--- src/rtl/serial_throttle_frame_to_duty_assert.svh ---
// assertion macros for the serial throttle frame to duty block
`ifndef SERIAL_THROTTLE_FRAME_TO_DUTY_ASSERT_SVH
`define SERIAL_THROTTLE_FRAME_TO_DUTY_ASSERT_SVH

`ifndef SYNTHESIS

// checked while out of reset
`define STFD_ASSERT(label, prop) \
    label: assert property (@(posedge aclk) disable iff (!aresetn) prop) \
        else $error("stfd assertion failed");

// checked in and out of reset
`define STFD_ASSERT_ALWAYS(label, prop) \
    label: assert property (@(posedge aclk) prop) \
        else $error("stfd reset assertion failed");

`else

`define STFD_ASSERT(label, prop)
`define STFD_ASSERT_ALWAYS(label, prop)

`endif

`endif

--- src/rtl/stfd_pkg.sv ---
// shared constants, types and the step count function for the throttle to duty block
package stfd_pkg;

    localparam int unsigned THR_W       = 10;
    localparam int unsigned K_W         = 6;
    localparam int unsigned FWD_STEP    = 31;
    localparam int unsigned REV_STEP    = 33;
    localparam int unsigned RECIP_SHIFT = 16;
    // ceil(2^16 / step), exact for every sum that can occur here
    localparam int unsigned FWD_RECIP   = 2115;
    localparam int unsigned REV_RECIP   = 1986;

    localparam logic [THR_W-1:0] THR_MAX       = 10'd1023;
    localparam logic [7:0]       NEUTRAL_RESET = 8'd95;
    localparam logic [7:0]       START_RESET   = 8'd0;

    typedef logic [0:0] cfg_index_t;

    localparam cfg_index_t CFG_START_BYTE   = 1'b0;
    localparam cfg_index_t CFG_NEUTRAL_DUTY = 1'b1;

    // k = max(1, ceil(t / step)), division done by reciprocal multiply
    function automatic logic [K_W-1:0] steps_up(input logic [THR_W-1:0] t, input logic fwd);
        logic [THR_W:0]  u;
        logic [11:0]     recip;
        logic [22:0]     prod;
        logic [K_W-1:0]  q;
        u     = fwd ? ({1'b0, t} + 11'(FWD_STEP - 1)) : ({1'b0, t} + 11'(REV_STEP - 1));
        recip = fwd ? 12'(FWD_RECIP) : 12'(REV_RECIP);
        prod  = 23'(u) * 23'(recip);
        q     = prod[RECIP_SHIFT +: K_W];
        return (q == '0) ? K_W'(1) : q;
    endfunction

endpackage

--- src/rtl/stfd_duty_calc.sv ---
// throttle clamp, step count and duty offset for one completed throttle pair
module stfd_duty_calc import stfd_pkg::*; (
    input  logic [7:0] high_byte,
    input  logic [7:0] low_byte,
    input  logic [7:0] neutral_duty,
    input  logic       forward,
    output logic [7:0] duty
);

    logic [THR_W-1:0] throttle;
    logic [K_W-1:0]   k;
    logic [7:0]       offset;

    // anything at or above 1024 saturates
    assign throttle = (|high_byte[7:2]) ? THR_MAX : {high_byte[1:0], low_byte};
    assign k        = steps_up(throttle, forward);
    assign offset   = 8'(k - K_W'(1));
    assign duty     = forward ? (neutral_duty + offset) : (neutral_duty - offset);

endmodule

--- src/rtl/serial_throttle_frame_to_duty.sv ---
// top level of the serial throttle frame to duty block
// Turns a stream of received serial bytes into PWM duty values. A frame is
// four beats: start byte, throttle low byte, throttle high byte, direction
// byte; while hunting for a frame any byte other than the start byte is
// dropped. The high byte beat yields one result: throttle clamped to 1023,
// k = max(1, ceil(throttle / step)) with step 31 forward and 33 reverse,
// duty = neutral +/- (k - 1). The direction applied is the one carried by
// the previous frame's direction byte (forward after reset, any nonzero
// byte means forward). One byte is taken every clock unless the input side
// is stalled: a beat sits in the input register while the frame decode and
// duty maths run, and its result is then registered in the output register.
// Only a result held in the output register against a low m_ready stalls
// the input side. Configuration (start byte at index 0, neutral duty at
// index 1) is to be written by the user only while the block is idle; the
// block itself does not enforce this.
`include "serial_throttle_frame_to_duty_assert.svh"

module serial_throttle_frame_to_duty import stfd_pkg::*; (
    input  logic       aclk,
    input  logic       aresetn,
    // configuration write port
    input  logic       cfg_we,
    input  cfg_index_t cfg_index,
    input  logic [7:0] cfg_wdata,
    // received byte beats
    input  logic       s_valid,
    output logic       s_ready,
    input  logic [7:0] s_rx_byte,
    // duty result beats
    output logic       m_valid,
    input  logic       m_ready,
    output logic [7:0] m_duty,
    output logic       m_went_forward
);

    typedef enum logic [1:0] {
        PH_WAIT,
        PH_LOW,
        PH_HIGH,
        PH_DIR
    } phase_t;

    // configuration registers
    logic [7:0] start_byte_reg;
    logic [7:0] neutral_duty_reg;

    // input register stage
    logic       in_valid_reg;
    logic       in_valid_next;
    logic [7:0] in_byte_reg;

    // frame tracking
    phase_t     phase_reg;
    logic [7:0] throttle_low_reg;
    logic       forward_reg;

    // output register stage
    logic       m_valid_reg;
    logic       m_valid_next;
    logic [7:0] m_duty_reg;
    logic       m_went_forward_reg;

    logic       s_accept;
    logic       makes_result;
    logic       advance;
    logic [7:0] duty_calc;

    // only the high byte produces a result, so only it waits for the output slot
    assign makes_result = in_valid_reg && (phase_reg == PH_HIGH);
    assign advance      = in_valid_reg && (!makes_result || !m_valid_reg || m_ready);
    assign s_ready      = !in_valid_reg || advance;
    assign s_accept     = s_valid && s_ready;

    assign in_valid_next = s_accept || (in_valid_reg && !advance);
    assign m_valid_next  = (advance && makes_result) || (m_valid_reg && !m_ready);

    stfd_duty_calc u_duty_calc (
        .high_byte    (in_byte_reg),
        .low_byte     (throttle_low_reg),
        .neutral_duty (neutral_duty_reg),
        .forward      (forward_reg),
        .duty         (duty_calc)
    );

    always_ff @(posedge aclk) begin
        if (!aresetn) begin
            start_byte_reg   <= START_RESET;
            neutral_duty_reg <= NEUTRAL_RESET;
            in_valid_reg     <= 1'b0;
            phase_reg        <= PH_WAIT;
            forward_reg      <= 1'b1;
            m_valid_reg      <= 1'b0;
        end else begin
            if (cfg_we) begin
                unique case (cfg_index)
                    CFG_START_BYTE:   start_byte_reg   <= cfg_wdata;
                    CFG_NEUTRAL_DUTY: neutral_duty_reg <= cfg_wdata;
                    default:          ;
                endcase
            end

            in_valid_reg <= in_valid_next;
            if (s_accept) begin
                in_byte_reg <= s_rx_byte;
            end

            // frame decode, one beat per advance
            if (advance) begin
                unique case (phase_reg)
                    PH_WAIT: begin
                        if (in_byte_reg == start_byte_reg) begin
                            phase_reg <= PH_LOW;
                        end
                    end
                    PH_LOW: begin
                        throttle_low_reg <= in_byte_reg;
                        phase_reg        <= PH_HIGH;
                    end
                    PH_HIGH: begin
                        m_duty_reg         <= duty_calc;
                        m_went_forward_reg <= forward_reg;
                        phase_reg          <= PH_DIR;
                    end
                    PH_DIR: begin
                        // applies from the next frame on
                        forward_reg <= (in_byte_reg != 8'd0);
                        phase_reg   <= PH_WAIT;
                    end
                    default: phase_reg <= PH_WAIT;
                endcase
            end

            m_valid_reg <= m_valid_next;
        end
    end

    assign m_valid        = m_valid_reg;
    assign m_duty         = m_duty_reg;
    assign m_went_forward = m_went_forward_reg;

    // a fresh result only comes from a high byte beat
    `STFD_ASSERT(a_result_from_high, $rose(m_valid_reg) |-> $past(phase_reg == PH_HIGH))
    // a held beat in the input register is neither lost nor changed
    `STFD_ASSERT(a_in_hold, (in_valid_reg && !advance) |=> (in_valid_reg && $stable(in_byte_reg)))
    // direction byte always closes the frame
    `STFD_ASSERT(a_dir_closes, (advance && phase_reg == PH_DIR) |=> (phase_reg == PH_WAIT))
    // reset empties both stages and restarts the frame hunt
    `STFD_ASSERT_ALWAYS(a_reset_clear,
        !aresetn |=> (!m_valid_reg && !in_valid_reg && phase_reg == PH_WAIT))

endmodule
--- config.mk ---
export PLATFORM = sky130hd
export DESIGN_NAME = serial_throttle_frame_to_duty
export DESIGN_NICKNAME = d
export VERILOG_FILES = /design/src/rtl/stfd_pkg.sv /design/src/rtl/stfd_duty_calc.sv /design/src/rtl/serial_throttle_frame_to_duty.sv
export VERILOG_INCLUDE_DIRS = /design/src /design/src/rtl
export SDC_FILE = /design/constraint.sdc
export NUM_CORES = 1
export LEC_CHECK = 0
export BUFFER_PORTS_ARGS = -buffer_cell sky130_fd_sc_hd__buf_4
export CORE_MARGIN = 8
export CORE_UTILIZATION = 60
export DETAILED_ROUTE_END_ITERATION = 6
export GPL_TIMING_DRIVEN = 0
export PLACE_DENSITY_LB_ADDON = 0.2
export SYNTH_ARGS = -nofsm -noshare
export SYNTH_HDL_FRONTEND = slang
export SYNTH_SLANG_ARGS = --single-unit
export TNS_END_PERCENT = 30
--- constraint.sdc ---
create_clock -name aclk -period 25.8 [get_ports aclk]
set_clock_uncertainty 0.15 [all_clocks]
set_input_delay 3.87 -clock aclk [delete_from_list [all_inputs] [get_ports aclk]]
set_output_delay 3.87 -clock aclk [all_outputs]
set_load 0.05 [all_outputs]
* Word-level counts from Yosys, hierarchy flattened
Cells that the tools add are included.
W data, S select, Z words.
** Cells by class
- Add/sub/neg operators :: 5
- $mul :: 1
- Equal/unequal tests :: 5
- Muxes and demuxes :: 7
- Bitwise logic cells :: 1
- Reductions and logical operators :: 27
** Operator list (number)
- $mul A11 B12 Y22 :: 1
- $mux W12 :: 1
- $add A10 B5 Y11 const B :: 1
- $add A10 B6 Y11 const B :: 1
- $mux W11 :: 1
- $mux W10 :: 1
- $reduce_and A2 Y1 :: 5
- $add A8 B8 Y8 :: 1
- $eq A8 B8 Y1 :: 1
- $mux W8 :: 1
- $pmux W2 S4 :: 1
- $reduce_bool A8 Y1 :: 1
- $sub A8 B8 Y8 :: 1
- $sub A6 B1 Y7 const B :: 1
- $logic_and A1 B1 Y1 :: 6
- $logic_not A6 Y1 :: 1
- $mux W6 :: 1
- $reduce_and A3 Y1 :: 2
- $reduce_or A6 Y1 :: 1
- $logic_not A1 Y1 :: 5
- $logic_or A1 B1 Y1 :: 5
- $eq A2 B2 Y1 const B :: 2
- $eq A2 B1 Y1 const B :: 1
- $logic_not A2 Y1 :: 1
- other kinds (3) :: 3
** Storage, ports and cells
- Flip-flop bits (word level) :: 46
- Input bits :: 22
- Output and inout port bits :: 11
- Logic and storage cells :: 56

* Logic depth before layout (Yosys ltp)
Gate-level depths: netlist of the first run.
- Depth after elaboration :: 10
- Mapped depth :: 46
- Depth with buffers taken out :: 44

* Hierarchy
From an unflattened synthesis of the first run, not the netlist that was laid out.
** Unflattened totals
- Cell total of the unflattened synthesis :: 591
- Area total of the unflattened synthesis :: 5439.0 um^2
** By module, submodules not included
- stfd_duty_calc :: times used 1, cells each 444, area an instance 3666.0 um^2, sequential area each 0.0 um^2
- serial_throttle_frame_to_duty :: times used 1, cells each 147, area an instance 1773.0 um^2, sequential area each 1171.1 um^2

* Least setup slack after synthesis of the first run
OpenSTA, ideal clock, no wires.
- Kind :: reg2reg
- Start :: register in_byte_reg[7]
- End :: register m_duty_reg[7] (netlist: m_duty[7]) (data pin)
- Setup time :: 0.135 ns
- Data arrival time :: 9.155 ns
- Required time :: 25.515 ns
- Slack :: 16.359 ns
- Cell stages (with the launch flop) :: 45
- Buffers on the path :: 2
- Period minus slack after synthesis :: 9.441 ns
- Cell sequence :: edfxtp_1 or4_4 or2_2 clkbuf_1 nor2_1 inv_1 ha_1 o21ai_0 xor2_1 nand2_1 fa_1 fa_1 inv_1 fa_1 inv_1 fa_1 inv_1 ha_1 (+9 left out) or2_2 inv_1 ha_1 xor2_1 and2_1 nor3_1 o21ai_0 o221ai_1 ha_1 inv_1 o21bai_1 a21oi_1 o21bai_1 a21oi_1 xnor2_1 o21ai_0 mux2_2 nand3b_1
** On the way
- Longest elaborated chain between the ends :: 10
- Elaborated cells on any way between the ends :: 12
- Those cells by class :: add/sub (5); mul (1); mux (4); reduce/logical (2)
** RTL lines
- start, declared :: RTL line serial_throttle_frame_to_duty.sv:50 : logic [7:0] in_byte_reg;
- start signal, assigned :: RTL line serial_throttle_frame_to_duty.sv:104 : in_byte_reg <= s_rx_byte;
- $reduce_or A6 Y1 * :: RTL line stfd_duty_calc.sv:15 : assign throttle = (|high_byte[7:2]) ? THR_MAX : {high_byte[1:0], low_byte};
- $mux W10 * :: RTL line stfd_duty_calc.sv:15
- $add A10 B6 Y11 or $add A10 B5 Y11 (tied branches) :: RTL line stfd_pkg.sv:28 : u = fwd ? ({1'b0, t} + 11'(FWD_STEP - 1)) : ({1'b0, t} + 11'(REV_STEP - 1));
- $mux W11 * :: RTL line stfd_pkg.sv:28
- $mul A11 B12 Y22 * :: RTL line stfd_pkg.sv:30 : prod = 23'(u) * 23'(recip);
- $logic_not A6 Y1 :: RTL line stfd_pkg.sv:32 : return (q == '0) ? K_W'(1) : q;
- $mux W6 * :: RTL line stfd_pkg.sv:32
- $sub A6 B1 Y7 * :: RTL line stfd_duty_calc.sv:17 : assign offset = 8'(k - K_W'(1));
- $sub A8 B8 Y8 or $add A8 B8 Y8 (tied branches) :: RTL line stfd_duty_calc.sv:18 : assign duty = forward ? (neutral_duty + offset) : (neutral_duty - offset);
- $mux W8 * :: RTL line stfd_duty_calc.sv:18
- net duty_calc[7] :: RTL line serial_throttle_frame_to_duty.sv:66 : logic [7:0] duty_calc;
- end signal, assigned :: RTL line serial_throttle_frame_to_duty.sv:120 : m_duty_reg <= duty_calc;
- end, declared :: RTL line serial_throttle_frame_to_duty.sv:60 : logic [7:0] m_duty_reg;
Mark *: on every way through the listed nets, which the timed path passes. The rest lies on a longest branch.
A chain may end at the register's enable or synchronous reset.

* Final worst setup path of the first run
Ends and elaborated chain as after synthesis.

==> flow_summary.json, run 1 <==
{
  "status": "complete, no violations",
  "peakVddDrop_v": 0.0000393,
  "pre_cts_slack_ns": 15.17,
  "core_um2": 8640,
  "synth_top_area_cell": "ha_1",
  "crit_type": "reg2reg",
  "reg2reg_from": "in_byte_reg[7]",
  "syn_inst": 586,
  "synthDominantCellAreaShare": 0.194,
  "clockBufferDepth": 2,
  "arrival_ns": 10.75,
  "grt_pass1_wl_mm": 19.6,
  "synth_common_cells": "91 x inv_1, 82 x ha_1, 59 x nand2_1",
  "cts_max_level": 2,
  "slowest_stage": "or4_4",
  "clkTransAtPathRegs_ns": 0.09,
  "place.gp.congestion": 0.906,
  "grt_pass1_vias": 4326,
  "firstDrtPassIters": 4,
  "async_reset_ff_frac": 0,
  "whs_endpoint": "start_byte_reg[2]",
  "syn-num-nets": 733,
  "fin_crit_sh": 0.416,
  "ctsResizeCount": 0,
  "reg2reg_slack_ns": 15.07,
  "crit_fanout": 10,
  "io_buffers": 32,
  "via_count": 4107,
  "initial_core_util": 0.612,
  "syn-cell-area_um2": 5280,
  "final_nets": 772,
  "grt_max_degree": 16,
  "synth_most_common_cell": "inv_1",
  "holdBufCountCts": 0,
  "grt_util_all_layers": 0.204,
  "r2r_cells": 42,
  "synth_ff_type": "edfxtp_1",
  "r2r-end": "m_duty[7]",
  "rows": 34,
  "antenna_left": 0,
  "slew_violations": 0,
  "seq_area_frac_synth": 0.222,
  "hold_path_class": "reg2reg",
  "hold_start": "start_byte_reg[2]",
  "die_width_um": 110,
  "yosysWarningCount": 0,
  "cts_buffers": 5,
  "hold_depth": 2,
  "wirelength_mm": 11.3,
  "p_leak_nw": 2.76,
  "cts_tree": "done",
  "tns_ns": 0,
  "grt_remaining_overflow": 0,
  "power_density_nw_per_um2": 32.9,
  "avgSynthCellArea_um2": 9.02,
  "setup_viol": 0,
  "critPathCaptureType": "flop",
  "post_drt_wl_per_cell_um": 15.4,
  "drt-initial-drc-count": 169,
  "clk_latency_ns": 0.30,
  "hpwl_mm": 9.77,
  "die-area_um2": 12100,
  "diodes": 0,
  "clock_sinks": 46,
  "antenna_found_initial": 0,
  "route.detailed.drc": 0,
  "root_buffer": "clkbuf_8",
  "cts_setup_buffers": 0,
  "critical-path-max-stage-delay_ns": 0.61,
  "max_cap_viol_count": 0,
  "tightest_slew_ns": 0.813,
  "grt_setup_unrepaired": "no",
  "vias_per_cell": 5.60,
  "synth_cell_type_count": 53,
  "synth-edff-count": 25,
  "crit_required_ns": 25.82,
  "max_freq_mhz": 93.2,
  "syn_to_final_growth_pct": 9.26,
  "fin_ws_ns": 15.07,
  "die_y_um": 110,
  "maxSlewHeadroom": 0.456,
  "start_kind": "flop",
  "ios": 33,
  "drive_gt1_frac": 0.0942,
  "ys_seq_elements": 46,
  "netlist_top_cells_area": "ha_1 19%, fa_1 16%, edfxtp_1 14%",
  "hold_viol": 0,
  "period_minus_slack_ns": 10.73
}
layout make-up:
type | count | area [µm²]
multi-input combinational | 433 | 3710
inverter | 91 | 342
fill | 723 | 2860
tap | 108 | 135
timing repair buffer | 32 | 240
clock buffer | 5 | 68.8
clock inverter | 3 | 45.0
buffer | 16 | 60.1
sequential | 46 | 1170
cell usage in the layout, fill, tap and decap left out, types with 2 or more instances in the layout:
cell type,instances
a211o_1,2
a211oi_1,9
a21boi_0,2
a21o_1,4
a21oi_1,31
a31oi_1,6
and2_1,8
and3_1,4
buf_4,32
clkbuf_1,16
clkbuf_8,5
clkinvlp_4,2
dfxtp_1,21
edfxtp_1,25
fa_1,43
ha_1,82
inv_1,91
mux2_2,2
mux2i_1,2
nand2_1,59
nand2b_1,6
nand3_1,15
nand4_1,5
nor2_1,36
nor2b_1,4
nor3_1,9
o211a_1,2
o211ai_1,4
o21a_1,5
o21ai_0,20
o21bai_1,4
o22ai_1,2
or2_2,5
or3_1,3
or3_2,4
xnor2_1,26
xor2_1,10
worst max-delay path by stage:
stage / endpoint / from / slack [ns]
2_1_floorplan: m_duty[7] / in_byte_reg[7] / 16.36
5_1_grt: m_duty[7] / in_byte_reg[7] / 14.20
4_1_cts: m_duty[7] / in_byte_reg[7] / 15.13
3_5_place_dp: m_duty[7] / in_byte_reg[7] / 15.17
6_report: m_duty[7] / in_byte_reg[7] / 15.07
3_3_place_gp: m_duty[7] / in_byte_reg[7] / 15.37
critical path, delay by kind of cell (launching register included):
family	cells	cell delay, ns
buf+inv	7	0.78
fa+ha+maj	9	3.36
mux	1	0.28
simple gates	11	2.80
compound gates	11	1.89
xor+xnor	3	0.87
flops	1	0.44
cells by family after synthesis:
group                      count (synthesis)  share of synthesized area
other                                      1                   0.000710
muxes                                      4                    0.00805
adders and majority gates                125                      0.357
xor gates and xnor gates                  36                     0.0597
and+or+nand+nor                          164                      0.148
buffers and inverters                    107                     0.0760
AOI/OAI and AO/OA                        103                      0.129
DFF                                       46                      0.222
per-layer routing:
metal	vias to the layer above	GRT usage	wire length, µm	part of all wire
li1	2048	-	-	-
met1	1939	0.248	4970	0.44
met2	97	0.361	5560	0.49
met3	23	0.0229	424	0.038
met4	0	0.0781	329	0.029
met5	-	0	0	0
power by group:
part / switching, mW / leakage [nW] / internal [mW]
Clock: 0.0241 / 0.0504 / 0.0288
Sequential: 0.00194 / 0.400 / 0.0814
Combinational: 0.0302 / 2.31 / 0.0233
Total: 0.0562 / 2.76 / 0.133
stage by stage:
stage | cell area (µm²) | hold WS (ns) | instances | power (mW) | utilization
after CTS | 5770 | 0.323 | 734 | 0.191 | 0.669
after global placement | 5660 | 0.309 | 726 | 0.135 | 0.655
after detailed placement | 5660 | 0.311 | 726 | 0.138 | 0.655
final | 5770 | 0.321 | 734 | 0.190 | 0.669
after floorplan | 5280 | 0.274 | 586 | 0.124 | -
after global routing | 5770 | 0.344 | 734 | 0.201 | 0.669
No activity file was read; power rests on OpenSTA's default activity.
==> run 2, diff against run 1 <==
==> constraint.sdc (replaced) <==
create_clock -name aclk -period 9.98 [get_ports aclk]
set_clock_uncertainty 0.15 [all_clocks]
set_input_delay 1.497 -clock aclk [delete_from_list [all_inputs] [get_ports aclk]]
set_output_delay 1.497 -clock aclk [all_outputs]
set_load 0.05 [all_outputs]
==> run 2 against run 1 <==
Effect of this change: core utilization up 4.1 points; critical path depth up 2; sequential share of layout area decreased by 1.2 points; via count rose by 1.3%; cell count grew 1.6%; clock-buffer cell count did not move; die area stayed put; global-route usage rose by 0.22 points; design area grew 6.1%; first-iteration DRC count rose by 13%.
==> flow_summary.json, run 2 (synthesis results as in run 1) <==
{
  "drt-initial-drc-count": 191,
  "reg2reg_from": "in_byte_reg[5]",
  "cts_buffers": 5,
  "regArea_um2": 1170,
  "status": "complete, no violations",
  "cp_num_cells": 44,
  "start_kind": "flop",
  "hpwl_mm": 9.77,
  "p_leak_nw": 2.89,
  "arrival_ns": 9.67,
  "antenna_left": 0,
  "grt_max_degree": 16,
  "cpLargestDelayFamily": "adder cells",
  "crit_fanout": 10,
  "clkTransAtPathRegs_ns": 0.09,
  "multi_input_area_um2": 3960,
  "period_minus_slack_ns": 9.65,
  "tns_ns": 0,
  "max_cap_viol_count": 0,
  "setup_viol": 0,
  "hold_viol": 0,
  "final_nets": 784,
  "max_freq_mhz": 104,
  "cts_tree": "done",
  "tightest_slew_ns": 0.836,
  "hold_depth": 2,
  "critPathCaptureType": "flop",
  "firstDrtPassIters": 4,
  "crit_type": "reg2reg",
  "worst-path-buf-inv": 9,
  "die_width_um": 110,
  "maxSlewHeadroom": 0.441,
  "r2r-end": "m_duty[7]",
  "clk_latency_ns": 0.30,
  "cts_max_level": 2,
  "vias_per_cell": 5.58,
  "crit_required_ns": 9.99,
  "grt_remaining_overflow": 0,
  "clockBufferDepth": 2,
  "rows": 34,
  "peakVddDrop_v": 0.000102,
  "clock_sinks": 46,
  "power_density_nw_per_um2": 84.0,
  "instances_no_fill": 746,
  "via_count": 4159,
  "slew_violations": 0,
  "slowest_stage": "or4_4",
  "nFillCells": 680,
  "whs_ns": 0.319,
  "grt_pass1_wl_mm": 19.8,
  "place.gp.congestion": 0.906,
  "grt_util_all_layers": 0.206,
  "syn_to_final_growth_pct": 15.9,
  "io_buffers": 32,
  "root_buffer": "clkbuf_8",
  "grt_pass1_vias": 4328,
  "final_core_util": 0.709,
  "route.detailed.drc": 0,
  "die_y_um": 110,
  "fin_crit_sh": 0.967,
  "drive_gt1_frac": 0.176,
  "hold_path_class": "reg2reg",
  "layout_commonest_cell": "inv_1",
  "post_drt_wl_per_cell_um": 15.7,
  "critical-path-max-stage-delay_ns": 0.54,
  "reg2reg_slack_ns": 0.33,
  "worstSetupEndpoint": "m_duty[7]",
  "wirelength_mm": 11.7,
  "cp-startpoint": "in_byte_reg[5]",
  "diodes": 0,
  "ios": 33,
  "holdBufCountCts": 0,
  "core_um2": 8640,
  "die-area_um2": 12100,
  "placed_cells": 726,
  "r2r_cells": 44,
  "initial_core_util": 0.612,
  "antenna_found_initial": 0,
  "mostFrequentLayoutCells": "91 x inv_1, 77 x ha_1, 59 x nand2_1, 48 x buf_4, 42 x fa_1",
  "crit_top_cell": "inv_1"
}
-- run 2: cell count changes in the layout (fill, tap and decap cells not counted), sizes merged --
cell,change
buf,+16
clkbuf,-4
-- run 2: worst min-delay path by stage --
stage | from | slack, ns | endpoint
2_1_floorplan | in_byte_reg[0] | 0.27 | throttle_low_reg[0]
3_3_place_gp | in_byte_reg[0] | 0.31 | throttle_low_reg[0]
3_5_place_dp | start_byte_reg[2] | 0.31 | start_byte_reg[2]
4_1_cts | start_byte_reg[2] | 0.32 | start_byte_reg[2]
5_1_grt | start_byte_reg[4] | 0.34 | start_byte_reg[4]
6_report | start_byte_reg[2] | 0.32 | start_byte_reg[2]
-- run 2: tightest hold or removal path: stages (launching register included) --
cell and delay [ns]:
dfxtp_1 0.32, nand2_1 0.05, a21oi_1 0.05
-- run 2: area by class of cell --
class / instances / area share
repair buffers: 47 / 0.0576
multi-input cells: 433 / 0.646
well taps: 108 / 0.0221
plain buffers: 13 / 0.00858
flip-flops and latches: 46 / 0.191
inverters: 91 / 0.0558
clock buffers: 5 / 0.0112
clock inverters: 3 / 0.00735
-- run 2: layer usage --
metal,vias up,GRT usage,share of wire
li1,2064,-,-
met1,1983,0.253,0.44
met2,89,0.364,0.50
met3,23,0.0205,0.034
met4,0,0.0781,0.030
met5,-,0,0
-- run 2: report_power, final --
group,switching [mW],total (mW),internal (mW)
logic,0.0880,0.163,0.0747
registers,0.00474,0.215,0.210
clock network,0.0624,0.137,0.0744
-- run 2: through the flow --
stage	setup slack (ns)	area [µm²]	power (mW)
2_1_floorplan	0.539	5280	0.321
3_3_place_gp	-0.448	5660	0.349
3_5_place_dp	-0.651	5660	0.356
4_1_cts	0.0177	5880	0.501
5_1_grt	-0.137	6120	0.543
6_report	0.325	6120	0.515
-- run 2: repair_timing --
item                                    in CTS  in global routing
pin swaps                                    1                 18
endpoints found under the setup margin       2                  2
setup buffers                                1                 14
resized for setup                           23                 33
